==> src/rtl/assert_macros.svh <==
// Assertion macros shared by the polynomial term parser RTL.
`ifndef ASSERT_MACROS_SVH
`define ASSERT_MACROS_SVH
`ifndef SYNTHESIS
// Check a property on every clock edge outside reset.
`define PTP_ASSERT(lbl, clk, rstn, prop) \
  lbl: assert property (@(posedge clk) disable iff (!(rstn)) (prop)) \
    else $error("assertion failed in polynomial term parser");
// Check that a condition in one cycle implies another in the next.
`define PTP_ASSERT_NEXT(lbl, clk, rstn, pre, post) \
  lbl: assert property (@(posedge clk) disable iff (!(rstn)) (pre) |=> (post)) \
    else $error("assertion failed in polynomial term parser");
`else
`define PTP_ASSERT(lbl, clk, rstn, prop)
`define PTP_ASSERT_NEXT(lbl, clk, rstn, pre, post)
`endif
`endif

==> src/rtl/ptp_pkg.sv <==
// Package: types, character codes and defaults of the polynomial term parser.
package ptp_pkg;

  localparam int COEF_BITS_DEF  = 16;
  localparam int POWER_BITS_DEF = 6;
  localparam int DIGIT_BITS     = 8;
  localparam int LANES          = 4;

  localparam logic [7:0] CHAR_0     = 8'h30;
  localparam logic [7:0] CHAR_9     = 8'h39;
  localparam logic [7:0] CHAR_UC_A  = 8'h41;
  localparam logic [7:0] CHAR_UC_Z  = 8'h5a;
  localparam logic [7:0] CHAR_LC_A  = 8'h61;
  localparam logic [7:0] CHAR_LC_Z  = 8'h7a;
  localparam logic [7:0] CHAR_X     = 8'h78;
  localparam logic [7:0] CHAR_Y     = 8'h79;
  localparam logic [7:0] CHAR_Z     = 8'h7a;
  localparam logic [7:0] CHAR_R     = 8'h72;
  localparam logic [7:0] CHAR_SLASH = 8'h2f;
  localparam logic [7:0] CHAR_PLUS  = 8'h2b;
  localparam logic [7:0] CHAR_MINUS = 8'h2d;

  typedef enum logic [2:0] {
    LETTER_NONE  = 3'd0,
    LETTER_X     = 3'd1,
    LETTER_Y     = 3'd2,
    LETTER_Z     = 3'd3,
    LETTER_R     = 3'd4,
    LETTER_OTHER = 3'd5
  } letter_e;

  typedef struct packed {
    logic in_num;
    logic in_den;
    logic at_start;
  } mode_t;

  typedef struct packed {
    logic num;
    logic den;
    logic pow;
  } seen_t;

  typedef struct packed {
    logic emit;
    logic final_term;
  } step_ctrl_t;

  localparam mode_t MODE_RESET = '{in_num: 1'b1, in_den: 1'b0, at_start: 1'b1};

endpackage

==> src/rtl/ptp_if.sv <==
// Valid/ready channel interfaces for characters in and terms out.
interface ptp_in_if;
  logic       valid;
  logic       ready;
  logic [7:0] character;
  logic       final_char;

  modport source (output valid, character, final_char, input ready);
  modport sink (input valid, character, final_char, output ready);
endinterface

interface ptp_out_if
  import ptp_pkg::*;
#(
  parameter int COEF_BITS  = COEF_BITS_DEF,
  parameter int POWER_BITS = POWER_BITS_DEF
);
  logic                  valid;
  logic                  ready;
  logic                  negative;
  logic [COEF_BITS-1:0]  numerator;
  logic [COEF_BITS-1:0]  denominator;
  logic [POWER_BITS-1:0] x_power;
  logic [POWER_BITS-1:0] y_power;
  logic [POWER_BITS-1:0] z_power;
  logic [POWER_BITS-1:0] r_power;
  logic                  final_term;

  modport source (output valid, negative, numerator, denominator, x_power, y_power,
                  z_power, r_power, final_term, input ready);
  modport sink (input valid, negative, numerator, denominator, x_power, y_power,
                z_power, r_power, final_term, output ready);
endinterface

==> src/rtl/ptp_term_step.sv <==
// Combinational next-state and term result logic for one character.
module ptp_term_step
  import ptp_pkg::*;
#(
  parameter int COEF_BITS  = COEF_BITS_DEF,
  parameter int POWER_BITS = POWER_BITS_DEF
) (
  input  logic [7:0]            character_i,
  input  logic                  final_char_i,
  input  logic [COEF_BITS-1:0]  num_i,
  input  logic [COEF_BITS-1:0]  den_i,
  input  logic [DIGIT_BITS-1:0] pdig_i,
  input  seen_t                 seen_i,
  input  logic [POWER_BITS-1:0] pow_i [LANES],
  input  letter_e               letter_i,
  input  mode_t                 mode_i,
  input  logic                  sign_i,
  output logic [COEF_BITS-1:0]  num_o,
  output logic [COEF_BITS-1:0]  den_o,
  output logic [DIGIT_BITS-1:0] pdig_o,
  output seen_t                 seen_o,
  output logic [POWER_BITS-1:0] pow_o [LANES],
  output letter_e               letter_o,
  output mode_t                 mode_o,
  output logic                  sign_o,
  output step_ctrl_t            ctrl_o,
  output logic [COEF_BITS-1:0]  res_num_o,
  output logic [COEF_BITS-1:0]  res_den_o,
  output logic [POWER_BITS-1:0] res_pow_o [LANES]
);

  localparam int SumW = ((POWER_BITS > DIGIT_BITS) ? POWER_BITS : DIGIT_BITS) + 1;

  // Multiply by ten and add a digit, saturating at all ones.
  function automatic logic [COEF_BITS-1:0] coef_acc(logic [COEF_BITS-1:0] a,
                                                    logic [3:0] d);
    logic [COEF_BITS+3:0] t;
    t = ({4'b0, a} << 3) + ({4'b0, a} << 1) + {{COEF_BITS{1'b0}}, d};
    return (t[COEF_BITS+3:COEF_BITS] != 4'b0) ? {COEF_BITS{1'b1}} : t[COEF_BITS-1:0];
  endfunction

  function automatic logic [DIGIT_BITS-1:0] digit_acc(logic [DIGIT_BITS-1:0] a,
                                                      logic [3:0] d);
    logic [DIGIT_BITS+3:0] t;
    t = ({4'b0, a} << 3) + ({4'b0, a} << 1) + {{DIGIT_BITS{1'b0}}, d};
    return (t[DIGIT_BITS+3:DIGIT_BITS] != 4'b0) ? {DIGIT_BITS{1'b1}} : t[DIGIT_BITS-1:0];
  endfunction

  // Add a power number less one to a count, clamped to the count range.
  function automatic logic [POWER_BITS-1:0] power_fold(logic [POWER_BITS-1:0] p,
                                                       logic [DIGIT_BITS-1:0] pd);
    logic [SumW-1:0] s;
    s = SumW'(p) + SumW'(pd);
    if (s == '0) return '0;
    s = s - SumW'(1);
    if (s > SumW'({POWER_BITS{1'b1}})) return {POWER_BITS{1'b1}};
    return s[POWER_BITS-1:0];
  endfunction

  logic                  is_digit, is_letter, term_end;
  logic [3:0]            digit;
  letter_e               new_letter;
  logic [COEF_BITS-1:0]  num_a, den_a;
  logic [DIGIT_BITS-1:0] pdig_a;
  seen_t                 seen_a;
  letter_e               letter_a;
  mode_t                 mode_a;
  logic [POWER_BITS-1:0] pow_ap [LANES];
  logic [POWER_BITS-1:0] pow_a [LANES];
  logic [POWER_BITS-1:0] pow_b [LANES];

  // Classify the character.
  always_comb begin
    is_digit  = (character_i >= CHAR_0) && (character_i <= CHAR_9);
    is_letter = ((character_i >= CHAR_LC_A) && (character_i <= CHAR_LC_Z)) ||
                ((character_i >= CHAR_UC_A) && (character_i <= CHAR_UC_Z));
    digit     = 4'(character_i - CHAR_0);
    term_end  = (character_i == CHAR_PLUS) || (character_i == CHAR_MINUS) || final_char_i;
    case (character_i)
      CHAR_X:  new_letter = LETTER_X;
      CHAR_Y:  new_letter = LETTER_Y;
      CHAR_Z:  new_letter = LETTER_Z;
      CHAR_R:  new_letter = LETTER_R;
      default: new_letter = LETTER_OTHER;
    endcase
  end

  // Fold pending power digits into the current letter's count.
  always_comb begin
    for (int i = 0; i < LANES; i++) begin
      pow_ap[i] = (seen_i.pow && (letter_i == 3'(i + 1))) ? power_fold(pow_i[i], pdig_i)
                                                          : pow_i[i];
    end
  end

  // Apply the character to the term state.
  always_comb begin
    num_a    = num_i;
    den_a    = den_i;
    pdig_a   = pdig_i;
    seen_a   = seen_i;
    letter_a = letter_i;
    mode_a   = mode_i;
    pow_a    = pow_i;
    if (is_digit) begin
      mode_a.at_start = 1'b0;
      if (mode_i.in_num) begin
        num_a      = coef_acc(num_i, digit);
        seen_a.num = 1'b1;
      end else if (mode_i.in_den) begin
        den_a      = coef_acc(den_i, digit);
        seen_a.den = 1'b1;
      end else begin
        pdig_a     = digit_acc(pdig_i, digit);
        seen_a.pow = 1'b1;
      end
    end else if (is_letter) begin
      mode_a     = '{in_num: 1'b0, in_den: 1'b0, at_start: 1'b0};
      pdig_a     = '0;
      seen_a.pow = 1'b0;
      letter_a   = new_letter;
      for (int i = 0; i < LANES; i++) begin
        if ((new_letter == 3'(i + 1)) && (pow_ap[i] != {POWER_BITS{1'b1}})) begin
          pow_a[i] = pow_ap[i] + POWER_BITS'(1);
        end else begin
          pow_a[i] = pow_ap[i];
        end
      end
    end else if (character_i == CHAR_SLASH) begin
      mode_a.in_num = 1'b0;
      mode_a.in_den = 1'b1;
    end
  end

  // Close the term: fold power digits left at its end.
  always_comb begin
    for (int i = 0; i < LANES; i++) begin
      pow_b[i] = (seen_a.pow && (letter_a == 3'(i + 1))) ? power_fold(pow_a[i], pdig_a)
                                                         : pow_a[i];
    end
  end

  // Drive the result and pick the next state.
  always_comb begin
    ctrl_o.emit       = term_end && !mode_a.at_start;
    ctrl_o.final_term = final_char_i;
    res_num_o         = seen_a.num ? num_a : COEF_BITS'(1);
    res_den_o         = seen_a.den ? den_a : COEF_BITS'(1);
    res_pow_o         = pow_b;

    num_o    = num_a;
    den_o    = den_a;
    pdig_o   = pdig_a;
    seen_o   = seen_a;
    pow_o    = pow_a;
    letter_o = letter_a;
    mode_o   = mode_a;
    sign_o   = sign_i;
    if (final_char_i || ctrl_o.emit) begin
      num_o    = '0;
      den_o    = '0;
      pdig_o   = '0;
      seen_o   = '0;
      letter_o = LETTER_NONE;
      for (int i = 0; i < LANES; i++) pow_o[i] = '0;
      mode_o   = '{in_num: 1'b1, in_den: 1'b0, at_start: mode_a.at_start};
    end
    if (character_i == CHAR_PLUS) sign_o = 1'b0;
    else if (character_i == CHAR_MINUS) sign_o = 1'b1;
    if (final_char_i) begin
      mode_o = MODE_RESET;
      sign_o = 1'b0;
    end
  end

endmodule

==> src/rtl/polynomial_term_text_parser_unit.sv <==
// Top level of the polynomial term text parser.
//
// Input channel in_i carries one ASCII character of a polynomial text per
// transfer, with final_char high on the last character of a string. Output
// channel out_o carries one finished term per transfer: sign, numerator,
// denominator, the powers of x, y, z and r, and final_term on the string's
// last term. A term leaves on '+', '-' or the final character once the
// first term has begun; other characters give no output.
// A character waits in the input register; the term that it closes is then
// loaded into the output register and transfers from there. Throughput:
// one character per cycle unless a term waits in the output register with
// out_o.ready low, set by the single pass from the input register through
// the accumulator update. The output register takes a new term in the same
// cycle that the current one is transferred. When the receiver stalls with a
// term waiting, the input register holds and in_i.ready drops once that
// register is full. Reset empties both registers and returns the parser to
// the start of a string with a positive sign.
`include "assert_macros.svh"

module polynomial_term_text_parser_unit
  import ptp_pkg::*;
#(
  parameter int COEF_BITS  = COEF_BITS_DEF,
  parameter int POWER_BITS = POWER_BITS_DEF
) (
  input  logic      clk_i,
  input  logic      rst_ni,
  ptp_in_if.sink    in_i,
  ptp_out_if.source out_o
);

  logic                  in_valid_q;
  logic [7:0]            char_q;
  logic                  final_q;
  logic                  step_fire;

  logic [COEF_BITS-1:0]  num_q, num_d, den_q, den_d;
  logic [DIGIT_BITS-1:0] pdig_q, pdig_d;
  seen_t                 seen_q, seen_d;
  logic [POWER_BITS-1:0] pow_q [LANES];
  logic [POWER_BITS-1:0] pow_d [LANES];
  letter_e               letter_q, letter_d;
  mode_t                 mode_q, mode_d;
  logic                  sign_q, sign_d;

  step_ctrl_t            ctrl;
  logic [COEF_BITS-1:0]  res_num, res_den;
  logic [POWER_BITS-1:0] res_pow [LANES];

  logic                  out_valid_q;
  logic                  neg_q, fin_term_q;
  logic [COEF_BITS-1:0]  onum_q, oden_q;
  logic [POWER_BITS-1:0] opow_q [LANES];

  // Advance the input register when the output register is free.
  assign step_fire  = in_valid_q && (!out_valid_q || out_o.ready);
  assign in_i.ready = !in_valid_q || step_fire;

  always_ff @(posedge clk_i or negedge rst_ni) begin
    if (!rst_ni) begin
      in_valid_q <= 1'b0;
    end else if (in_i.valid && in_i.ready) begin
      in_valid_q <= 1'b1;
    end else if (step_fire) begin
      in_valid_q <= 1'b0;
    end
  end

  // Capture the character on each input transfer.
  always_ff @(posedge clk_i) begin
    if (in_i.valid && in_i.ready) begin
      char_q  <= in_i.character;
      final_q <= in_i.final_char;
    end
  end

  ptp_term_step #(
    .COEF_BITS (COEF_BITS),
    .POWER_BITS(POWER_BITS)
  ) u_step (
    .character_i (char_q),
    .final_char_i(final_q),
    .num_i       (num_q),
    .den_i       (den_q),
    .pdig_i      (pdig_q),
    .seen_i      (seen_q),
    .pow_i       (pow_q),
    .letter_i    (letter_q),
    .mode_i      (mode_q),
    .sign_i      (sign_q),
    .num_o       (num_d),
    .den_o       (den_d),
    .pdig_o      (pdig_d),
    .seen_o      (seen_d),
    .pow_o       (pow_d),
    .letter_o    (letter_d),
    .mode_o      (mode_d),
    .sign_o      (sign_d),
    .ctrl_o      (ctrl),
    .res_num_o   (res_num),
    .res_den_o   (res_den),
    .res_pow_o   (res_pow)
  );

  // Update the term state once per processed character.
  always_ff @(posedge clk_i or negedge rst_ni) begin
    if (!rst_ni) begin
      num_q    <= '0;
      den_q    <= '0;
      pdig_q   <= '0;
      seen_q   <= '0;
      letter_q <= LETTER_NONE;
      mode_q   <= MODE_RESET;
      sign_q   <= 1'b0;
      for (int i = 0; i < LANES; i++) pow_q[i] <= '0;
    end else if (step_fire) begin
      num_q    <= num_d;
      den_q    <= den_d;
      pdig_q   <= pdig_d;
      seen_q   <= seen_d;
      letter_q <= letter_d;
      mode_q   <= mode_d;
      sign_q   <= sign_d;
      pow_q    <= pow_d;
    end
  end

  // Load a finished term, drop it once transferred.
  always_ff @(posedge clk_i or negedge rst_ni) begin
    if (!rst_ni) begin
      out_valid_q <= 1'b0;
    end else if (step_fire && ctrl.emit) begin
      out_valid_q <= 1'b1;
    end else if (out_o.ready) begin
      out_valid_q <= 1'b0;
    end
  end

  always_ff @(posedge clk_i) begin
    if (step_fire && ctrl.emit) begin
      neg_q      <= sign_q;
      onum_q     <= res_num;
      oden_q     <= res_den;
      opow_q     <= res_pow;
      fin_term_q <= ctrl.final_term;
    end
  end

  assign out_o.valid       = out_valid_q;
  assign out_o.negative    = neg_q;
  assign out_o.numerator   = onum_q;
  assign out_o.denominator = oden_q;
  assign out_o.x_power     = opow_q[0];
  assign out_o.y_power     = opow_q[1];
  assign out_o.z_power     = opow_q[2];
  assign out_o.r_power     = opow_q[3];
  assign out_o.final_term  = fin_term_q;

  // Digits seen in a term mean the term has begun.
  `PTP_ASSERT(a_seen_not_start, clk_i, rst_ni, !((seen_q != '0) && mode_q.at_start))
  // A final character brings the parser back to the start of a string.
  `PTP_ASSERT_NEXT(a_final_resets, clk_i, rst_ni, step_fire && final_q,
                   mode_q.at_start && !sign_q && (seen_q == '0))
  // A closed term is presented on the next cycle.
  `PTP_ASSERT_NEXT(a_emit_shows, clk_i, rst_ni, step_fire && ctrl.emit, out_o.valid)
  // An empty input register always takes a character.
  `PTP_ASSERT(a_empty_ready, clk_i, rst_ni, in_valid_q || in_i.ready)

endmodule
==> src/flat_wrapper.sv <==
// flat-port wrapper written by rule: the top's interface ports become plain ports
module polynomial_term_text_parser_unit_flat import ptp_pkg::*;
#(
  parameter int COEF_BITS  = COEF_BITS_DEF,
  parameter int POWER_BITS = POWER_BITS_DEF
)
  (clk_i, rst_ni, in_i_valid, in_i_character, in_i_final_char, in_i_ready, out_o_valid, out_o_negative, out_o_numerator, out_o_denominator, out_o_x_power, out_o_y_power, out_o_z_power, out_o_r_power, out_o_final_term, out_o_ready);
  ptp_in_if in_i_i ();
  ptp_out_if #(.COEF_BITS(COEF_BITS), .POWER_BITS(POWER_BITS)) out_o_i ();
  input  logic clk_i;
  input  logic rst_ni;
  input wire logic [$bits(in_i_i.valid)-1:0] in_i_valid;
  input wire logic [$bits(in_i_i.character)-1:0] in_i_character;
  input wire logic [$bits(in_i_i.final_char)-1:0] in_i_final_char;
  output wire logic [$bits(in_i_i.ready)-1:0] in_i_ready;
  output wire logic [$bits(out_o_i.valid)-1:0] out_o_valid;
  output wire logic [$bits(out_o_i.negative)-1:0] out_o_negative;
  output wire logic [$bits(out_o_i.numerator)-1:0] out_o_numerator;
  output wire logic [$bits(out_o_i.denominator)-1:0] out_o_denominator;
  output wire logic [$bits(out_o_i.x_power)-1:0] out_o_x_power;
  output wire logic [$bits(out_o_i.y_power)-1:0] out_o_y_power;
  output wire logic [$bits(out_o_i.z_power)-1:0] out_o_z_power;
  output wire logic [$bits(out_o_i.r_power)-1:0] out_o_r_power;
  output wire logic [$bits(out_o_i.final_term)-1:0] out_o_final_term;
  input wire logic [$bits(out_o_i.ready)-1:0] out_o_ready;
  assign in_i_i.valid = in_i_valid;
  assign in_i_i.character = in_i_character;
  assign in_i_i.final_char = in_i_final_char;
  assign in_i_ready = in_i_i.ready;
  assign out_o_valid = out_o_i.valid;
  assign out_o_negative = out_o_i.negative;
  assign out_o_numerator = out_o_i.numerator;
  assign out_o_denominator = out_o_i.denominator;
  assign out_o_x_power = out_o_i.x_power;
  assign out_o_y_power = out_o_i.y_power;
  assign out_o_z_power = out_o_i.z_power;
  assign out_o_r_power = out_o_i.r_power;
  assign out_o_final_term = out_o_i.final_term;
  assign out_o_i.ready = out_o_ready;
  polynomial_term_text_parser_unit #(.COEF_BITS(COEF_BITS), .POWER_BITS(POWER_BITS)) u_core (.clk_i(clk_i), .rst_ni(rst_ni), .in_i(in_i_i), .out_o(out_o_i));
endmodule
==> config.mk <==
export PLATFORM = sky130hd
export DESIGN_NAME = polynomial_term_text_parser_unit_flat
export DESIGN_NICKNAME = d
export VERILOG_FILES = /design/src/rtl/ptp_pkg.sv /design/src/rtl/ptp_if.sv /design/src/rtl/ptp_term_step.sv /design/src/rtl/polynomial_term_text_parser_unit.sv /design/src/flat_wrapper.sv
export VERILOG_INCLUDE_DIRS = /design/src /design/src/rtl
export SDC_FILE = /design/constraint.sdc
export NUM_CORES = 1
export LEC_CHECK = 0
export CAP_MARGIN = 25
export CORE_UTILIZATION = 60
export DETAILED_ROUTE_END_ITERATION = 12
export DONT_BUFFER_PORTS = 1
export PLACE_DENSITY = 0.85
export RECOVER_POWER = 100
export SYNTH_ARGS = -nofsm -noshare
export SYNTH_HDL_FRONTEND = slang
export SYNTH_SLANG_ARGS = --single-unit
==> constraint.sdc <==
create_clock -name clk_i -period 8.18 [get_ports clk_i]
set_input_delay 0.409 -clock clk_i [delete_from_list [all_inputs] [get_ports clk_i]]
set_output_delay 0.409 -clock clk_i [all_outputs]
set_load 0.01 [all_outputs]
# Word-level counts from Yosys, hierarchy flattened
# Index checks and enable logic that the tools add are counted.
[word_totals]
regBits = 143
in_bits = 13
word_cells = 249
[op_classes]
add_sub_neg = 27
n_lt_le_gt_ge = 14
eq_ne = 24
muxes = 112
n_reduce_logical = 45
[op_table]
columns = ["op", "n"]
rows = [
  ["two-way mux 6 bit", 44],
  ["two-way mux 16 bit", 9],
  ["adder 6 x 8 -> 9 bit", 8],
  ["> comparator 9 x 6 -> 1 bit, second input constant", 8],
  ["logical NOT 9 bit", 8],
  ["two-way mux 24 bit", 3],
  ["subtractor 9 x 1 -> 9 bit, second input constant", 8],
  ["two-way mux 8 bit", 6],
  ["adder 19 x 17 -> 20 bit", 2],
  ["adder 20 x 4 -> 20 bit", 2],
  ["two-way mux 1 bit", 38],
  ["== test 8 x 7 -> 1 bit, second input constant", 4],
  ["adder 6 x 1 -> 6 bit, second input constant", 4],
  ["== test 8 x 6 -> 1 bit, second input constant", 3],
  ["inequality test 6 bit, second input constant", 4],
  ["logical AND 1 bit", 19],
  ["== test 3 x 2 -> 1 bit, second input constant", 6],
  ["two-way mux 3 bit", 6],
  ["greater-or-equal comparator 8 x 7 -> 1 bit, second input constant", 2],
  ["less-or-equal comparator 8 x 7 -> 1 bit, second input constant", 2],
  ["nonzero test 4 bit", 4],
  ["adder 11 x 9 -> 12 bit", 1],
  ["adder 12 x 4 -> 12 bit", 1],
  ["one-hot mux 3 bit (4 select lines)", 1],
  ["13 further kinds", 29],
]

# Logic depth before layout (Yosys ltp)
[depth]
ltp_word = 21
ltp_mapped = 31
ltp_nobuf = 31

# Cells and area by module
# A second synthesis with hierarchy kept.
[hier_totals]
cells_unflattened = 1696
hier_area_um2 = 14974.4
[by_module_without_submodules]
columns = ["module", "instances", "cells_per_inst", "area_each_um2"]
rows = [
  ["ptp_term_step", 1, 1462, 9794.4],
  ["polynomial_term_text_parser_unit", 1, 234, 5180.0],
]

# Worst setup path before layout
# Ideal clock, no wire load.
[synth_path]
path_type = "register -> register"
start = "register u_core.pdig_q[0]"
end = "register u_core.opow_q, in the netlist u_core.out_o.x_power[2], data pin"
setup_time_ps = 261
arrival_ps = 6743
slack_ps = 1176
path_stages_with_launch = 29
path_buffers = 0
synth_period_minus_slack_ps = 7004
cell_sequence = "dfrtp_1 -> ha_1 -> fa_1 -> inv_1 -> ha_1 -> nor3_1 -> o21ai_0 -> or4_1 -> o2111ai_1 -> o211ai_2 -> a32oi_1 -> ha_1 -> nand4_1 -> o21ai_1 -> xor2_1 -> o21ai_0 -> ha_1 -> fa_1 -> a21o_1 -> a21oi_1 -> xnor2_1 -> nor4_1 -> nand2_1 -> xor2_1 -> o21ai_0 -> a22oi_1 -> a211oi_1 -> a21oi_1 -> a311o_1"
[synth_lines]
columns = ["item", "line", "text"]
rows = [
  ["start: declaration", "polynomial_term_text_parser_unit.sv:38", "logic [DIGIT_BITS-1:0] pdig_q, pdig_d;"],
  ["start signal: assignment", "polynomial_term_text_parser_unit.sv:119", "pdig_q <= pdig_d;"],
  ["end signal: assignment", "polynomial_term_text_parser_unit.sv:144", "opow_q <= res_pow;"],
  ["end: declaration", "polynomial_term_text_parser_unit.sv:53", "logic [POWER_BITS-1:0] opow_q [LANES];"],
]

==> reports/qor.yml <==
status: "finished with violations"
violations: "max-capacitance violations, max-slew violations"
yosysUniqueCellTypes: 107
required_ns: 8.36
io_pins: 73
cts_tree: "built"
synth_top_area_frac: 0.145
finalCritPeriodShare: 0.958
numCtsBuffers: 17
seqPwrFrac: 0.407
worst_pin_slew_ns: 4.65
numClockSinks: 143
yosysTopAreaCell: "edfxtp_1"
swShare: 0.325
reg2reg_setup_slack_ns: 0.35
fp.dieW_um: 154
clockBufferDepth: 2
grt_pass1_vias: 12700
crit_path_start_kind: "register"
mostFrequentLayoutCells: "a21oi_1 (153), ha_1 (145), nand2_1 (134)"
crit_fanout: 8
cpMostUsedCell: "ha_1"
stdcell_count: 1882
path_clk_slew_ns: 0.06
drive_above_1_share: 0.0720
arrival_ns: 8.01
holdWs_ns: 0.0590
start_util: 0.612
dp.cells: 1844
crit_slowest_cell: "dfrtp_1"
yosysSeqAreaShare: 0.283
grt_pass1_wl_mm: 63.8
pwr-share-comb: 0.214
power.density_nw_per_um2: 141
grt_antenna_before_repair: 0
peakVddDrop_mv: 0.129
n_fill_cell: 1779
gp_congestion: 0.992
synth-edff-count: 67
ys.flop_type: "dfrtp_1"
drt_pass1_iterations: 6
place_ws_ns: 0.292
synth_seq_cells: 143
clkLatencyLatePin_ns: 0.44
clock_power_share: 0.380
hold_viol: 0
slew_viol_final: 138
fin_crit_ns: 7.83
slew_headroom: -2.10
root_buffer: "clkbuf_16"
postCtsSetupRepairBufs: 0
max_freq_ghz: 0.128
fp-row-count: 55
hpwl_mm: 27.9
syn_to_final_growth_pct: 6.93
numPortBuffers: 0
clock-skew-final_ns: 0.0182
total_leakage_power_nw: 6.68
vias: 13100
synthCells: 1595
grt-ovfl-total: 0
htreeDepth: 4
hold_path_class: "in2reg"
fin_tns_setup_ns: 0
avgSynthCellArea_sq_um: 8.69
fin_ws_ns: 0.346
async_flop_share: 0.531
cap_violations: 3
wl_mm: 39.7
avgRoutedWirePerCell_um: 21.1
intPower_mw: 1.41
chipHeight_um: 154
setup_viol: 0
final_nets: 1756
yosys-top-cells-area: "edfxtp_1 (15%), dfrtp_1 (13%), ha_1 (13%)"
fp.coreArea_sq_um: 22600
critical_path_class: "reg2reg"
antenna_left: 0
track_usage: 0.337
ys_warn_count: 0
switchingPower_uw: 677
die_area_sq_um: 23700
endpoint_kind: "register"
drtIter0Drc: 1156
antennaDiodeCount: 0
critical_path.max_stage_delay_ns: 0.54
syn_area_sq_um: 13900
mostFrequentLayoutCell: "a21oi_1"
synthesis.nets: 1767
drc: 0
grt_max_degree: 77
viasPerCell: 6.96
cells by family (layout without fill, tap and decap cells):
group / Yosys count / after routing / synth area share
adders and majority gates: 159 / 159 / 0.151
muxes: 20 / 20 / 0.0156
DFF: 143 / 143 / 0.283
buffers and inverters: 119 / 121 / 0.0326
and+or+nand+nor: 448 / 448 / 0.157
AOI/OAI and AO/OA: 611 / 611 / 0.299
xor gates and xnor gates: 95 / 95 / 0.0626
layout make-up:
class                      instances  area, sq um  share of cell area
clock buffer                      19          433              0.0292
clock inverter                    13          151              0.0102
inverter                          61          229              0.0155
multi-input combinational       1333         9550               0.645
sequential                       143         3920               0.264
tap                              285          357              0.0241
timing repair buffer              28          176              0.0119
cells in the mapped netlist, drive strengths merged, types with 9 or more instances:
cell and count:
o21ai 137, xor2 33, o21a 15, and3 19
o31ai 10, o21bai 19, edfxtp 67, nor4 9
a211oi 28, nand3 31, mux2i 10, nand2 134
o211ai 22, a21oi 155, inv 60, a22o 17
nand4 13, nor3 46, clkbuf 51, xnor2 60
a21o 50, a31oi 41, fa 14, or3 18
dfrtp 74, and2 15, mux2 10, or2 15
ha 145, nor2 108, nor3b 10
state kept, by name, summed over array words and instances (netlist names), 3 cells and up:
register,flops
u_core.num_q,16
u_core.char_q,8
u_core.letter_q,3
u_core.mode_q,3
u_core.out_o.z_power,6
u_core.den_q,16
u_core.seen_q,3
u_core.out_o.denominator,16
u_core.out_o.y_power,6
u_core.pdig_q,8
u_core.out_o.numerator,16
u_core.pow_q,24
u_core.out_o.x_power,6
u_core.out_o.r_power,6
worst max-delay path, delay by kind of cell, from the launching register on:
family	cells	cell delay, ns
compound gates	13	2.76
xor+xnor	3	0.65
fa+ha+maj	6	2.08
buf+inv	1	0.07
flops	1	0.54
simple gates	5	1.47
layer usage:
layer,track usage,vias up,wire length (um)
met1,0.423,6213,15900
li1,-,6058,-
met5,0,-,0
met3,0.0643,132,3640
met2,0.555,704,18500
met4,0.167,0,1620
worst paths after layout:
kind                                              startpoint                                end  cells past startpoint
min in group asynchronous                             rst_ni       u_core.pow_q[12]$_DFFE_PN0P_                      2
worst min register to register  u_core.mode_q[0]$_DFFE_PN1P_       u_core.mode_q[0]$_DFFE_PN1P_                      2
worst max-delay path            u_core.pdig_q[0]$_DFFE_PN0P_  u_core.out_o.x_power[2]$_DFFE_PP_                     28
worst max register to register  u_core.pdig_q[0]$_DFFE_PN0P_  u_core.out_o.x_power[2]$_DFFE_PP_                     28
max in group asynchronous                             rst_ni       u_core.pdig_q[1]$_DFFE_PN0P_                      2
worst min-delay path                       in_i_character[1]         u_core.char_q[1]$_DFFE_PP_                      0
per-stage QoR:
stage / utilization / cell area, sq um / total power, mW
2_1_floorplan: - / 13900 / 1.17
3_3_place_gp: 0.626 / 14200 / 1.26
3_5_place_dp: 0.628 / 14200 / 1.28
4_1_cts: 0.655 / 14800 / 2.08
5_1_grt: 0.654 / 14800 / 2.16
6_report: 0.654 / 14800 / 2.08
power by group through the flow:
stage	clock network (mW)	logic, mW	registers (mW)
after global placement	0	0.404	0.858
after detailed placement	0	0.418	0.858
after global routing	0.821	0.486	0.851
after floorplan	0	0.329	0.843
final	0.791	0.445	0.848
after CTS	0.798	0.435	0.845
timing repair:
item                                    CTS  global route
gates resized for setup                   0            12
endpoints found under the hold margin    76             0
hold buffers                              2             0
endpoints found under the setup margin    0            20
Power figures use the tool's default switching activity.
